$ cat config.mk
export PLATFORM = sky130hd
export DESIGN_NAME = fixed_timeout_delta_timer_queue
export DESIGN_NICKNAME = d
export VERILOG_FILES = /design/src/hdl/ftdtq_pkg.sv /design/src/hdl/ftdtq_ram.sv /design/src/hdl/ftdtq_ctrl.sv /design/src/hdl/ftdtq_dpath.sv /design/src/hdl/fixed_timeout_delta_timer_queue.sv
export SDC_FILE = /design/constraint.sdc
export NUM_CORES = 1
export LEC_CHECK = 0
export ABC_AREA = 0
export BUFFER_PORTS_ARGS = -buffer_cell sky130_fd_sc_hd__clkbuf_2
export CAP_MARGIN = 25
export CORE_MARGIN = 2
export CORE_UTILIZATION = 45
export CTS_CLUSTER_SIZE = 30
export DETAILED_ROUTE_END_ITERATION = 6
export PLACE_DENSITY = 0.72
export SLEW_MARGIN = 40
export SYNTH_ARGS = -nofsm -noshare
export SYNTH_HDL_FRONTEND = slang
export SYNTH_SLANG_ARGS = --single-unit
$ cat constraint.sdc
create_clock -name clk -period 4.4 [get_ports clk]
set_input_delay 0.66 -clock clk [delete_from_list [all_inputs] [get_ports clk]]
set_output_delay 0.66 -clock clk [all_outputs]
set_load 0.01 [all_outputs]
$ cat src/hdl/ftdtq_pkg.sv
`timescale 1ns / 1ps
// ----------------------------------------------------------------------------
// ftdtq_pkg
// Types and constants shared by the fixed-timeout delta timer queue.
// ----------------------------------------------------------------------------
package ftdtq_pkg;

  localparam int DELTA_W   = 8;
  localparam int TIMEOUT_W = 8;
  localparam int KIND_W    = 2;

  localparam logic [TIMEOUT_W-1:0] TIMEOUT_RESET = 8'd6;

  localparam logic OP_TICK   = 1'b0;
  localparam logic OP_INSERT = 1'b1;

  typedef enum logic [KIND_W-1:0] {
    KIND_EXPIRED   = 2'd0,
    KIND_INSERTED  = 2'd1,
    KIND_DROPPED   = 2'd2,
    KIND_NO_EXPIRY = 2'd3
  } kind_t;

  typedef enum logic [1:0] {
    ST_IDLE  = 2'd0,
    ST_HEAD  = 2'd1,
    ST_NEXT  = 2'd2,
    ST_FLUSH = 2'd3
  } state_t;

  typedef struct packed {
    logic ins;
    logic tick_idle;
    logic rd_head;
    logic head_step;
    logic next_step;
    logic flush;
  } dp_cmd_t;

  typedef struct packed {
    logic empty;
    logic last_one;
    logic head_zero;
    logic next_zero;
    logic out_free;
  } dp_status_t;

endpackage

$ cat src/hdl/ftdtq_ram.sv
`timescale 1ns / 1ps
// ----------------------------------------------------------------------------
// ftdtq_ram
// Generic single-write, single-read RAM with registered read data.
// ----------------------------------------------------------------------------
module ftdtq_ram #(
  parameter int WIDTH = 16,
  parameter int DEPTH = 8
) (
  input  logic                     clk,
  input  logic                     wr_en,
  input  logic [$clog2(DEPTH)-1:0] wr_addr,
  input  logic [WIDTH-1:0]         wr_data,
  input  logic                     rd_en,
  input  logic [$clog2(DEPTH)-1:0] rd_addr,
  output logic [WIDTH-1:0]         rd_data
);

  logic [WIDTH-1:0] mem_r [DEPTH];
  logic [WIDTH-1:0] rd_data_r;

  always_ff @(posedge clk) begin
    if (wr_en) begin
      mem_r[wr_addr] <= wr_data;
    end
    if (rd_en) begin
      rd_data_r <= mem_r[rd_addr];
    end
  end

  assign rd_data = rd_data_r;

endmodule

$ cat src/hdl/ftdtq_ctrl.sv
`timescale 1ns / 1ps
// ----------------------------------------------------------------------------
// ftdtq_ctrl
// Sequencer: accepts beats, walks the head of the queue on a tick.
// ----------------------------------------------------------------------------
module ftdtq_ctrl
  import ftdtq_pkg::*;
(
  input  logic       clk,
  input  logic       rst_n,
  input  logic       in_valid,
  input  logic       in_operation,
  output logic       in_stall,
  input  dp_status_t status,
  output dp_cmd_t    cmd,
  output state_t     state
);

  state_t state_r;
  state_t state_nxt;
  logic   accept;

  assign in_stall = !((state_r == ST_IDLE) && status.out_free);
  assign accept   = in_valid && !in_stall;
  assign state    = state_r;

  always_ff @(posedge clk) begin
    if (!rst_n) begin
      state_r <= ST_IDLE;
    end else begin
      state_r <= state_nxt;
    end
  end

  always_comb begin
    state_nxt = state_r;
    case (state_r)
      ST_IDLE: begin
        if (accept && (in_operation == OP_TICK) && !status.empty) begin
          state_nxt = ST_HEAD;
        end
      end
      ST_HEAD: begin
        if (status.out_free) begin
          if (!status.head_zero) begin
            state_nxt = ST_IDLE;
          end else if (status.last_one) begin
            state_nxt = ST_FLUSH;
          end else begin
            state_nxt = ST_NEXT;
          end
        end
      end
      ST_NEXT: begin
        if (status.out_free) begin
          if (!status.next_zero) begin
            state_nxt = ST_IDLE;
          end else if (status.last_one) begin
            state_nxt = ST_FLUSH;
          end
        end
      end
      ST_FLUSH: begin
        if (status.out_free) begin
          state_nxt = ST_IDLE;
        end
      end
      default: state_nxt = ST_IDLE;
    endcase
  end

  always_comb begin
    cmd = '0;
    case (state_r)
      ST_IDLE: begin
        cmd.ins       = accept && (in_operation == OP_INSERT);
        cmd.tick_idle = accept && (in_operation == OP_TICK) && status.empty;
        cmd.rd_head   = accept && (in_operation == OP_TICK) && !status.empty;
      end
      ST_HEAD:  cmd.head_step = status.out_free;
      ST_NEXT:  cmd.next_step = status.out_free;
      ST_FLUSH: cmd.flush     = status.out_free;
      default:  cmd = '0;
    endcase
  end

endmodule

$ cat src/hdl/ftdtq_dpath.sv
`timescale 1ns / 1ps
// ----------------------------------------------------------------------------
// ftdtq_dpath
// Queue storage, pointers, delay total and the registered result beat.
// ----------------------------------------------------------------------------
module ftdtq_dpath
  import ftdtq_pkg::*;
#(
  parameter int QUEUE_DEPTH = 8,
  parameter int MASK_BITS   = 8
) (
  input  logic                 clk,
  input  logic                 rst_n,
  input  dp_cmd_t              cmd,
  output dp_status_t           status,
  input  logic [MASK_BITS-1:0] in_switch_mask,
  input  logic                 cfg_valid,
  input  logic [TIMEOUT_W-1:0] cfg_timeout_ticks,
  output logic                 out_valid,
  input  logic                 out_stall,
  output logic [KIND_W-1:0]    out_result_kind,
  output logic [MASK_BITS-1:0] out_expired_mask,
  output logic                 out_last_result,
  output logic                 out_queue_busy
);

  localparam int SLOT_W = $clog2(QUEUE_DEPTH);
  localparam int OCC_W  = $clog2(QUEUE_DEPTH + 1);
  localparam int WORD_W = MASK_BITS + DELTA_W;
  localparam logic [SLOT_W-1:0] SLOT_LAST = SLOT_W'(QUEUE_DEPTH - 1);

  logic [TIMEOUT_W-1:0] timeout_r;
  logic [SLOT_W-1:0]    head_r, head_nxt, tail_r, tail_nxt;
  logic [OCC_W-1:0]     occ_r, occ_nxt, nz_r, nz_nxt;
  logic [DELTA_W-1:0]   total_r, total_nxt;
  logic [MASK_BITS-1:0] pend_r, pend_nxt;

  logic                 ov_r, ov_nxt;
  kind_t                kind_r, kind_nxt;
  logic [MASK_BITS-1:0] omask_r, omask_nxt;
  logic                 olast_r, olast_nxt;
  logic                 obusy_r, obusy_nxt;

  logic                 full;
  logic [SLOT_W-1:0]    head_inc, tail_inc;
  logic [DELTA_W-1:0]   new_delta, rd_delta, dec_delta, total_dec;
  logic [MASK_BITS-1:0] rd_mask;
  logic [WORD_W-1:0]    rd_word, wr_word;
  logic                 wr_en, rd_en;
  logic [SLOT_W-1:0]    wr_addr, rd_addr;
  logic                 emit;

  assign full      = (occ_r == OCC_W'(QUEUE_DEPTH));
  assign head_inc  = (head_r == SLOT_LAST) ? '0 : head_r + SLOT_W'(1);
  assign tail_inc  = (tail_r == SLOT_LAST) ? '0 : tail_r + SLOT_W'(1);
  assign new_delta = (timeout_r >= total_r) ? (timeout_r - total_r) : '0;
  assign rd_delta  = rd_word[DELTA_W-1:0];
  assign rd_mask   = rd_word[DELTA_W +: MASK_BITS];
  assign dec_delta = (rd_delta != '0) ? (rd_delta - DELTA_W'(1)) : '0;
  assign total_dec = (total_r != '0) ? (total_r - DELTA_W'(1)) : '0;

  assign status.empty     = (occ_r == '0);
  assign status.last_one  = (occ_r == OCC_W'(1));
  assign status.head_zero = (dec_delta == '0);
  assign status.next_zero = (rd_delta == '0);
  assign status.out_free  = !ov_r || !out_stall;

  assign wr_en   = (cmd.ins && !full) || (cmd.head_step && (dec_delta != '0));
  assign wr_addr = cmd.ins ? tail_r : head_r;
  assign wr_word = cmd.ins ? {in_switch_mask, new_delta} : {rd_mask, dec_delta};
  assign rd_en   = cmd.rd_head
                || (cmd.head_step && status.head_zero && !status.last_one)
                || (cmd.next_step && status.next_zero && !status.last_one);
  assign rd_addr = cmd.rd_head ? head_r : head_inc;

  ftdtq_ram #(
    .WIDTH (WORD_W),
    .DEPTH (QUEUE_DEPTH)
  ) u_ram (
    .clk     (clk),
    .wr_en   (wr_en),
    .wr_addr (wr_addr),
    .wr_data (wr_word),
    .rd_en   (rd_en),
    .rd_addr (rd_addr),
    .rd_data (rd_word)
  );

  always_comb begin
    head_nxt  = head_r;
    tail_nxt  = tail_r;
    occ_nxt   = occ_r;
    nz_nxt    = nz_r;
    total_nxt = total_r;
    pend_nxt  = pend_r;
    emit      = 1'b0;
    kind_nxt  = kind_r;
    omask_nxt = omask_r;
    olast_nxt = olast_r;
    obusy_nxt = obusy_r;

    if (cmd.ins) begin
      emit      = 1'b1;
      omask_nxt = '0;
      olast_nxt = 1'b1;
      obusy_nxt = 1'b1;
      if (full) begin
        kind_nxt = KIND_DROPPED;
      end else begin
        kind_nxt  = KIND_INSERTED;
        tail_nxt  = tail_inc;
        occ_nxt   = occ_r + OCC_W'(1);
        total_nxt = timeout_r;
        if (new_delta != '0) begin
          nz_nxt = nz_r + OCC_W'(1);
        end
      end
    end

    if (cmd.tick_idle) begin
      emit      = 1'b1;
      kind_nxt  = KIND_NO_EXPIRY;
      omask_nxt = '0;
      olast_nxt = 1'b1;
      obusy_nxt = 1'b0;
    end

    if (cmd.head_step) begin
      total_nxt = total_dec;
      if (rd_delta == DELTA_W'(1)) begin
        nz_nxt = nz_r - OCC_W'(1);
      end
      if (!status.head_zero) begin
        emit      = 1'b1;
        kind_nxt  = KIND_NO_EXPIRY;
        omask_nxt = '0;
        olast_nxt = 1'b1;
        obusy_nxt = 1'b1;
      end else begin
        pend_nxt = rd_mask;
        head_nxt = head_inc;
        occ_nxt  = occ_r - OCC_W'(1);
        if (status.last_one) begin
          total_nxt = '0;
        end
      end
    end

    if (cmd.next_step) begin
      emit      = 1'b1;
      kind_nxt  = KIND_EXPIRED;
      omask_nxt = pend_r;
      olast_nxt = !status.next_zero;
      obusy_nxt = (nz_r != '0);
      if (status.next_zero) begin
        pend_nxt = rd_mask;
        head_nxt = head_inc;
        occ_nxt  = occ_r - OCC_W'(1);
        if (status.last_one) begin
          total_nxt = '0;
        end
      end
    end

    if (cmd.flush) begin
      emit      = 1'b1;
      kind_nxt  = KIND_EXPIRED;
      omask_nxt = pend_r;
      olast_nxt = 1'b1;
      obusy_nxt = 1'b0;
    end

    if (emit) begin
      ov_nxt = 1'b1;
    end else if (!out_stall) begin
      ov_nxt = 1'b0;
    end else begin
      ov_nxt = ov_r;
    end
  end

  always_ff @(posedge clk) begin
    if (!rst_n) begin
      timeout_r <= TIMEOUT_RESET;
      head_r    <= '0;
      tail_r    <= '0;
      occ_r     <= '0;
      nz_r      <= '0;
      total_r   <= '0;
      ov_r      <= 1'b0;
    end else begin
      if (cfg_valid) begin
        timeout_r <= cfg_timeout_ticks;
      end
      head_r  <= head_nxt;
      tail_r  <= tail_nxt;
      occ_r   <= occ_nxt;
      nz_r    <= nz_nxt;
      total_r <= total_nxt;
      ov_r    <= ov_nxt;
    end
  end

  always_ff @(posedge clk) begin
    pend_r  <= pend_nxt;
    kind_r  <= kind_nxt;
    omask_r <= omask_nxt;
    olast_r <= olast_nxt;
    obusy_r <= obusy_nxt;
  end

  assign out_valid        = ov_r;
  assign out_result_kind  = kind_r;
  assign out_expired_mask = omask_r;
  assign out_last_result  = olast_r;
  assign out_queue_busy   = obusy_r;

endmodule

$ cat src/hdl/fixed_timeout_delta_timer_queue.sv
`timescale 1ns / 1ps
// An insert, or a tick on an empty queue, gives its beat in the cycle after acceptance.
// A tick on an occupied queue first reads and updates the head entry, then gives one beat
// per expired entry, paced by the single RAM read port and held while the output stalls.
// One insert per cycle if not stalled; a tick blocks input until its last beat is registered.
// Reset (synchronous, rst_n low): queue empty, delay total zero, timeout 6; RAM not cleared.
// ----------------------------------------------------------------------------
// fixed_timeout_delta_timer_queue
// Ring queue of switch masks that expire a fixed number of ticks after insertion.
// ----------------------------------------------------------------------------
module fixed_timeout_delta_timer_queue
  import ftdtq_pkg::*;
#(
  parameter int QUEUE_DEPTH = 8,
  parameter int MASK_BITS   = 8
) (
  input  logic                 clk,
  input  logic                 rst_n,
  input  logic                 in_valid,
  output logic                 in_stall,
  input  logic                 in_operation,
  input  logic [MASK_BITS-1:0] in_switch_mask,
  output logic                 out_valid,
  input  logic                 out_stall,
  output logic [KIND_W-1:0]    out_result_kind,
  output logic [MASK_BITS-1:0] out_expired_mask,
  output logic                 out_last_result,
  output logic                 out_queue_busy,
  input  logic                 cfg_valid,
  output logic                 cfg_ready,
  input  logic [TIMEOUT_W-1:0] cfg_timeout_ticks
);

  dp_cmd_t    cmd;
  dp_status_t status;
  state_t     state;

  assign cfg_ready = 1'b1;

  ftdtq_ctrl u_ctrl (
    .clk          (clk),
    .rst_n        (rst_n),
    .in_valid     (in_valid),
    .in_operation (in_operation),
    .in_stall     (in_stall),
    .status       (status),
    .cmd          (cmd),
    .state        (state)
  );

  ftdtq_dpath #(
    .QUEUE_DEPTH (QUEUE_DEPTH),
    .MASK_BITS   (MASK_BITS)
  ) u_dpath (
    .clk               (clk),
    .rst_n             (rst_n),
    .cmd               (cmd),
    .status            (status),
    .in_switch_mask    (in_switch_mask),
    .cfg_valid         (cfg_valid && cfg_ready),
    .cfg_timeout_ticks (cfg_timeout_ticks),
    .out_valid         (out_valid),
    .out_stall         (out_stall),
    .out_result_kind   (out_result_kind),
    .out_expired_mask  (out_expired_mask),
    .out_last_result   (out_last_result),
    .out_queue_busy    (out_queue_busy)
  );

  a_cmd_onehot: assert property (@(posedge clk) disable iff (!rst_n)
    $onehot0(cmd))
    else $error("more than one datapath command");

  a_walk_occupied: assert property (@(posedge clk) disable iff (!rst_n)
    (state == ST_HEAD || state == ST_NEXT) |-> !status.empty)
    else $error("head walk on an empty queue");

  a_flush_empty: assert property (@(posedge clk) disable iff (!rst_n)
    (state == ST_FLUSH) |-> status.empty)
    else $error("final expiry with entries left");

  a_busy_stall: assert property (@(posedge clk) disable iff (!rst_n)
    (state != ST_IDLE) |-> in_stall)
    else $error("input taken during a tick walk");

  a_emit_free: assert property (@(posedge clk) disable iff (!rst_n)
    (out_valid && out_stall) |-> (cmd.tick_idle == 1'b0 && cmd.flush == 1'b0
      && cmd.next_step == 1'b0 && cmd.ins == 1'b0))
    else $error("result issued over a held beat");

endmodule
* Yosys cells after proc, flatten, opt, wreduce, memory -nomap -nowiden
Memories as Yosys holds them, arrays and structs flattened. A register that Yosys moved wholly into a read port is not among the register bits.
Cells that the tools add are included.
** Operators by class
- Shifts and indexed selects :: 0
- Equality and inequality tests :: 14
- Divide/modulo/power cells :: 0
- Magnitude comparators :: 1
- Bitwise gates (word level) :: 2
- Reductions and logical operators :: 35
- Multiplexer cells :: 79
- Add/subtract/negate cells :: 9
- $mul :: 0
** Operator list (count)
- 8-bit 2-to-1 mux :: 21
- 4-bit 2-to-1 mux :: 11
- 8-bit nonzero test :: 4
- 3-bit 2-to-1 mux :: 9
- 1-bit 2-to-1 mux :: 24
- 2-bit 2-to-1 mux :: 12
- 8-bit zero test :: 2
- 16-bit 2-to-1 mux :: 1
- 8-bit by 1-bit subtractor with 8-bit output, second input constant :: 2
- 1-bit logical AND :: 12
- 4-bit by 1-bit adder with 4-bit output, second input constant :: 2
- 8-bit by 1-bit equality test with 1-bit output, second input constant :: 1
- 8-bit >= comparator :: 1
- 2-bit by 1-bit != test with 1-bit output, second input constant :: 4
- 2-bit one-hot mux with 4 select lines :: 1
- 4-bit by 1-bit subtractor with 4-bit output, second input constant :: 2
- 8-bit subtractor :: 1
- 1-bit zero test :: 7
- 3-bit by 1-bit adder with 3-bit output, second input constant :: 2
- 3-bit equality test, second input constant :: 2
- 5-bit AND reduction :: 1
- 2-bit equality test, second input constant :: 2
- 4-bit by 1-bit equality test with 1-bit output, second input constant :: 1
- 4-bit equality test, second input constant :: 1
- 10 further kinds :: 14
** Storage, ports and cells
- Register bits after elaboration :: 53
- Memory bits (read-only) :: 0
- Bits in latches :: 0
- Memories kept :: 1
- Input port bits :: 22
- Bits in writable memories :: 128
** Memories
- u_dpath.u_ram.mem_r :: depth 8, bits a word 16, read ports 1, clocked after Yosys merged registers in 1, write ports 1, line ftdtq_ram.sv:19 : logic [WIDTH-1:0] mem_r [DEPTH];

* Longest topological paths before layout
- Depth in word-level cells :: 14
- Mapped depth :: 10
- Gate-level depth less buffers :: 9

* Cells and area by module
A second synthesis with hierarchy kept.
** Second synthesis, totals
- Cell total of the unflattened synthesis :: 625
- Area total of the unflattened synthesis :: 8957.3 µm²
** By module, submodules not included
- ftdtq_ram :: times used 1, cells an instance 214, seq. area each 4324.1 µm², area each 5454.0 µm²
- ftdtq_dpath :: times used 1, cells an instance 385, seq. area each 1021.0 µm², area each 3311.9 µm²
- ftdtq_ctrl :: times used 1, cells an instance 24, seq. area each 40.0 µm², area each 180.2 µm²
- fixed_timeout_delta_timer_queue :: times used 1, cells an instance 2, seq. area each 0.0 µm², area each 11.3 µm²

* Least setup slack after synthesis
No wires, ideal clock.
- Path type :: flip-flop to flip-flop
- From :: reg u_dpath.u_ram.rd_data_r[0] (netlist: u_dpath.u_ram.rd_data[0]), read port of u_dpath.u_ram.mem_r
- To :: reg u_dpath.u_ram.rd_data_r[0] (netlist: u_dpath.u_ram.rd_data[0]), read port of u_dpath.u_ram.mem_r (enable)
- Clock period less this slack :: 3.482 ns
- Cell stages (with the launch flop) :: 10
- Data arrival time :: 3.071 ns
- Setup slack :: 0.918 ns
- Library setup time :: 0.411 ns
- Path through :: edfxtp_1 inv_1 ha_1 or3b_4 and2_4 nor3_2 and4_4 nor2_1 buf_6 o21ai_0
** Between the ends
- Longest elaborated chain between the ends :: 7
- Elaborated cells on any way between the ends :: 11
- Those cells by class :: add/sub: 1; mux: 1; reduce/logical: 9
** RTL lines
- from (decl) :: line ftdtq_ram.sv:20 : logic [WIDTH-1:0] rd_data_r;
- 8-bit by 1-bit subtractor with 8-bit output or 8-bit nonzero test (tied branches) :: line ftdtq_dpath.sv:59 : assign dec_delta = (rd_delta != '0) ? (rd_delta - DELTA_W'(1)) : '0;
- 8-bit 2-to-1 mux :: line ftdtq_dpath.sv:59
- 8-bit zero test :: line ftdtq_dpath.sv:64 : assign status.head_zero = (dec_delta == '0);
- 1-bit logical AND (2 in a row) :: line ftdtq_dpath.sv:72 : || (cmd.head_step && status.head_zero && !status.last_one)
- 1-bit logical OR :: line ftdtq_dpath.sv:72
- 1-bit logical OR (*) :: line ftdtq_dpath.sv:73 : || (cmd.next_step && status.next_zero && !status.last_one);
- named net u_dpath.rd_en :: line ftdtq_dpath.sv:49 : logic wr_en, rd_en;
The timed path passes the listed nets; every way through them passes the cells marked *.
A chain may end at the register's enable or synchronous reset.

* Worst setup path after layout
- From :: reg u_dpath.u_ram.rd_data_r[0] (netlist: u_dpath.u_ram.rd_data[0]), read port of u_dpath.u_ram.mem_r
- To :: mem u_dpath.u_ram.mem_r[0][3] (enable)
** Between the ends
- Longest elaborated chain between the ends :: 7
- Elaborated cells on any way between the ends :: 8
- Those cells by class :: add/sub: 1; mux: 3; reduce/logical: 4
** RTL lines
- 8-bit by 1-bit subtractor with 8-bit output or 8-bit nonzero test (tied branches) :: line ftdtq_dpath.sv:59
- 8-bit 2-to-1 mux (*) :: line ftdtq_dpath.sv:59
- 8-bit nonzero test (*) :: line ftdtq_dpath.sv:68 : assign wr_en = (cmd.ins && !full) || (cmd.head_step && (dec_delta != '0));
- 1-bit logical AND (*) :: line ftdtq_dpath.sv:68
- 1-bit logical OR (*) :: line ftdtq_dpath.sv:68
- 1-bit 2-to-1 mux (*) :: line ftdtq_ram.sv:23 : if (wr_en) begin
- 1-bit 2-to-1 mux (not written as such) (*) :: line ftdtq_ram.sv:24 : mem_r[wr_addr] <= wr_data;
- to (decl) :: line ftdtq_ram.sv:19
Mark *: on every way between the ends. The rest lies on a longest branch, timed or not.

==> flow_summary.toml <==
[run_status]
status = "finished with violations"
violations = "DRC"

[sta]
slew_violations = 0
setup_viol = 0
finalHoldViolCount = 0
rsz0062_at_grt = "no"
finalCritPeriodShare = 0.739
fmax_ghz = 0.307
worst_clock_skew_ps = 12.2
period_minus_slack_ps = 3250
tightestPinTransition_ps = 797
fin_ws_ps = 1150
slew_headroom = 0.467
fin_hold_ws_ps = 453
fin_tns_setup_ps = 0

[worst_setup_path]
setup.worst_path.class = "flip-flop to flip-flop"
r2r_start = "u_dpath.u_ram.rd_data[0]$_DFFE_PP_"
crit_fanout = 12
worst_ep_arrival_time_ps = 3390
worst_ep_required_time_ps = 4540
startpoint_type = "flip-flop"
cp-end-kind = "flip-flop"
startpoint = "u_dpath.u_ram.rd_data[0]$_DFFE_PP_"

[pwr]
seqPwrFrac = 0.448
total_power_mw = 5.33
internal-power_mw = 3.60
switching_share = 0.325
power_leakage_nw = 3.74
switching_power_mw = 1.73
pwr-share-clk = 0.283
p_comb_frac = 0.269
ir_worst_vdd_mv = 0.221
power_density_nw_per_um2 = 503

[floorplanning]
dieArea_sq_um = 22500
ioPinCount = 37
initial_core_util = 0.457
num_rows = 53
die_x_microns = 150
core-area_sq_um = 21000
die_h_microns = 150

[logic_synthesis]
ys_warn_count = 0
synthesis.instances = 773
syn-cell-area_sq_um = 9590
synth-edff-count = 144
synthArstFlopShare = 0
synthFlopType = "edfxtp_1"
ys_seq_area_frac = 0.562
ys_types = 82
syn_nets = 819
synth_seq_cells = 197
avgSynthCellArea_sq_um = 12.4

[global_routing]
grt_use_total = 0.188
grt_antenna_before_repair = 0
grt_pass1_wl_microns = 32400
overflow = 0
grt_max_degree = 52
first_global_vias = 6123

[worst_hold_path]
hp-class = "input port to flip-flop"
min_from = "cfg_timeout_ticks[2]"

[clocking]
ctsHoldBuffers = 0
clock_latency_ps = 430
tritoncts = "done"
cts_buffers = 17
cts.sinks = 197
cts_buffer_depth = 2
cts-resized-gates = 0
h-tree-depth = 4
post_cts_buffers = 0
path_clk_slew_ps = 70
root_buffer = "clkbuf_16"

[drt]
drc = 1
dr.pass1.iters = 7
post_drt_via_cell_ratio = 5.71
wl_per_cell_microns = 18.6
vias = 6260
detail_route.iter0.violations = 563
antenna_left = 0
routed_wl_microns = 20400

[final_layout]
fin_util = 0.506
drive_above_1_share = 0.197
syn_to_final_growth_pct = 10.6
antenna_cells = 0
nets = 854

[place]
port-buffer-count = 35
gp_congestion = 0.856
dp_slack_ps = 981
dp_hpwl_microns = 13400

[job]
maxCapViolations = 0
-- placed cells by master, fill, tap and decap left out, types with 23 or more instances in the layout --
cell,instances
nand2_1,66
edfxtp_1,144
nor2_1,52
inv_1,26
dfxtp_1,53
ha_1,23
clkbuf_2,35
mux2i_1,42
nand3_1,29
a21oi_1,35
mux2_2,24
-- cell type report --
cell class,instances,area [sq um]
multi-input combinational,515,3890
clock inverter,13,130
clock buffer,19,443
inverter,27,101
sequential,197,5390
timing repair buffer,50,313
fill,1814,10400
tap,275,344
-- through the flow --
stage	instance area [sq um]	cells
3_3_place_gp	10000	1064
5_1_grt	10600	1096
2_1_floorplan	9590	773
4_1_cts	10600	1096
6_report	10600	1096
3_5_place_dp	10000	1064
-- power by group through the flow --
stage | logic (mW) | registers, mW | clock network, mW
after floorplan | 1.07 | 2.40 | 0
after global placement | 1.39 | 2.42 | 0
after detailed placement | 1.43 | 2.43 | 0
after CTS | 1.43 | 2.39 | 1.54
after global routing | 1.59 | 2.41 | 1.61
final | 1.43 | 2.39 | 1.51
-- state kept, by name, summed over array words and instances, names as in the netlist --
signal,cells
u_ctrl.state,2
u_dpath.head_r,3
u_dpath.nz_r,4
u_dpath.occ_r,4
u_dpath.out_expired_mask,8
u_dpath.out_last_result,1
u_dpath.out_queue_busy,1
u_dpath.out_result_kind,2
u_dpath.out_valid,1
u_dpath.pend_r,8
u_dpath.tail_r,3
u_dpath.timeout_r,8
u_dpath.total_r,8
u_dpath.u_ram.mem_r,128
u_dpath.u_ram.rd_data,16
-- cell usage after synthesis, types with 12 or more instances --
master | number | share of area
inv_1 | 27 | 0.011
nor2_1 | 52 | 0.020
ha_1 | 23 | 0.030
nor3_1 | 16 | 0.0084
buf_6 | 12 | 0.014
dfxtp_1 | 53 | 0.11
mux2i_1 | 42 | 0.044
mux2_4 | 12 | 0.019
o21ai_0 | 19 | 0.0099
mux2_2 | 24 | 0.028
edfxtp_1 | 144 | 0.45
a21oi_1 | 35 | 0.018
nand2_1 | 66 | 0.026
nand3_1 | 29 | 0.015
-- worst max-delay path: stages (launching register included) --
cell and delay [ps]:
edfxtp_1 470, inv_1 100, ha_1 190, nor4b_4 260, mux2_2 390, and4b_1 250, a21oi_2 290, o21bai_1 200
nor2_1 580, buf_12 230
-- cell families (layout without fill, tap and decap cells) --
| logic type | count (synthesis) | after routing | synth area share |
|---|---|---|---|
| buffers and inverters | 61 | 109 | 0.0352 |
| adder cells (fa/ha/maj) | 24 | 24 | 0.0321 |
| multiplexers | 91 | 91 | 0.108 |
| AND/OR/NAND/NOR | 234 | 234 | 0.126 |
| XOR/XNOR | 11 | 11 | 0.0101 |
| other | 1 | 1 | 0.000391 |
| AO/OA/AOI/OAI | 154 | 154 | 0.126 |
| flip-flops | 197 | 197 | 0.562 |
-- path summary, 6_finish.rpt --
check	to	slack [ps]	cells after the start
worst min-delay path	u_dpath.timeout_r[2]$_SDFFE_PN1P_	450	3
worst max register to register	u_dpath.u_ram.mem_r[0][3]$_DFFE_PP_	1150	9
worst min register to register	u_dpath.out_expired_mask[6]$_DFF_P_	460	2
worst max-delay path	u_dpath.u_ram.mem_r[0][3]$_DFFE_PP_	1150	9
-- per-layer routing --
layer | part of all wire | GRT usage
met5 | 0 | 0
met3 | 0.048 | 0.0341
met2 | 0.49 | 0.312
met4 | 0.0082 | 0.0509
met1 | 0.45 | 0.253
(Power assumes the default switching activity.)
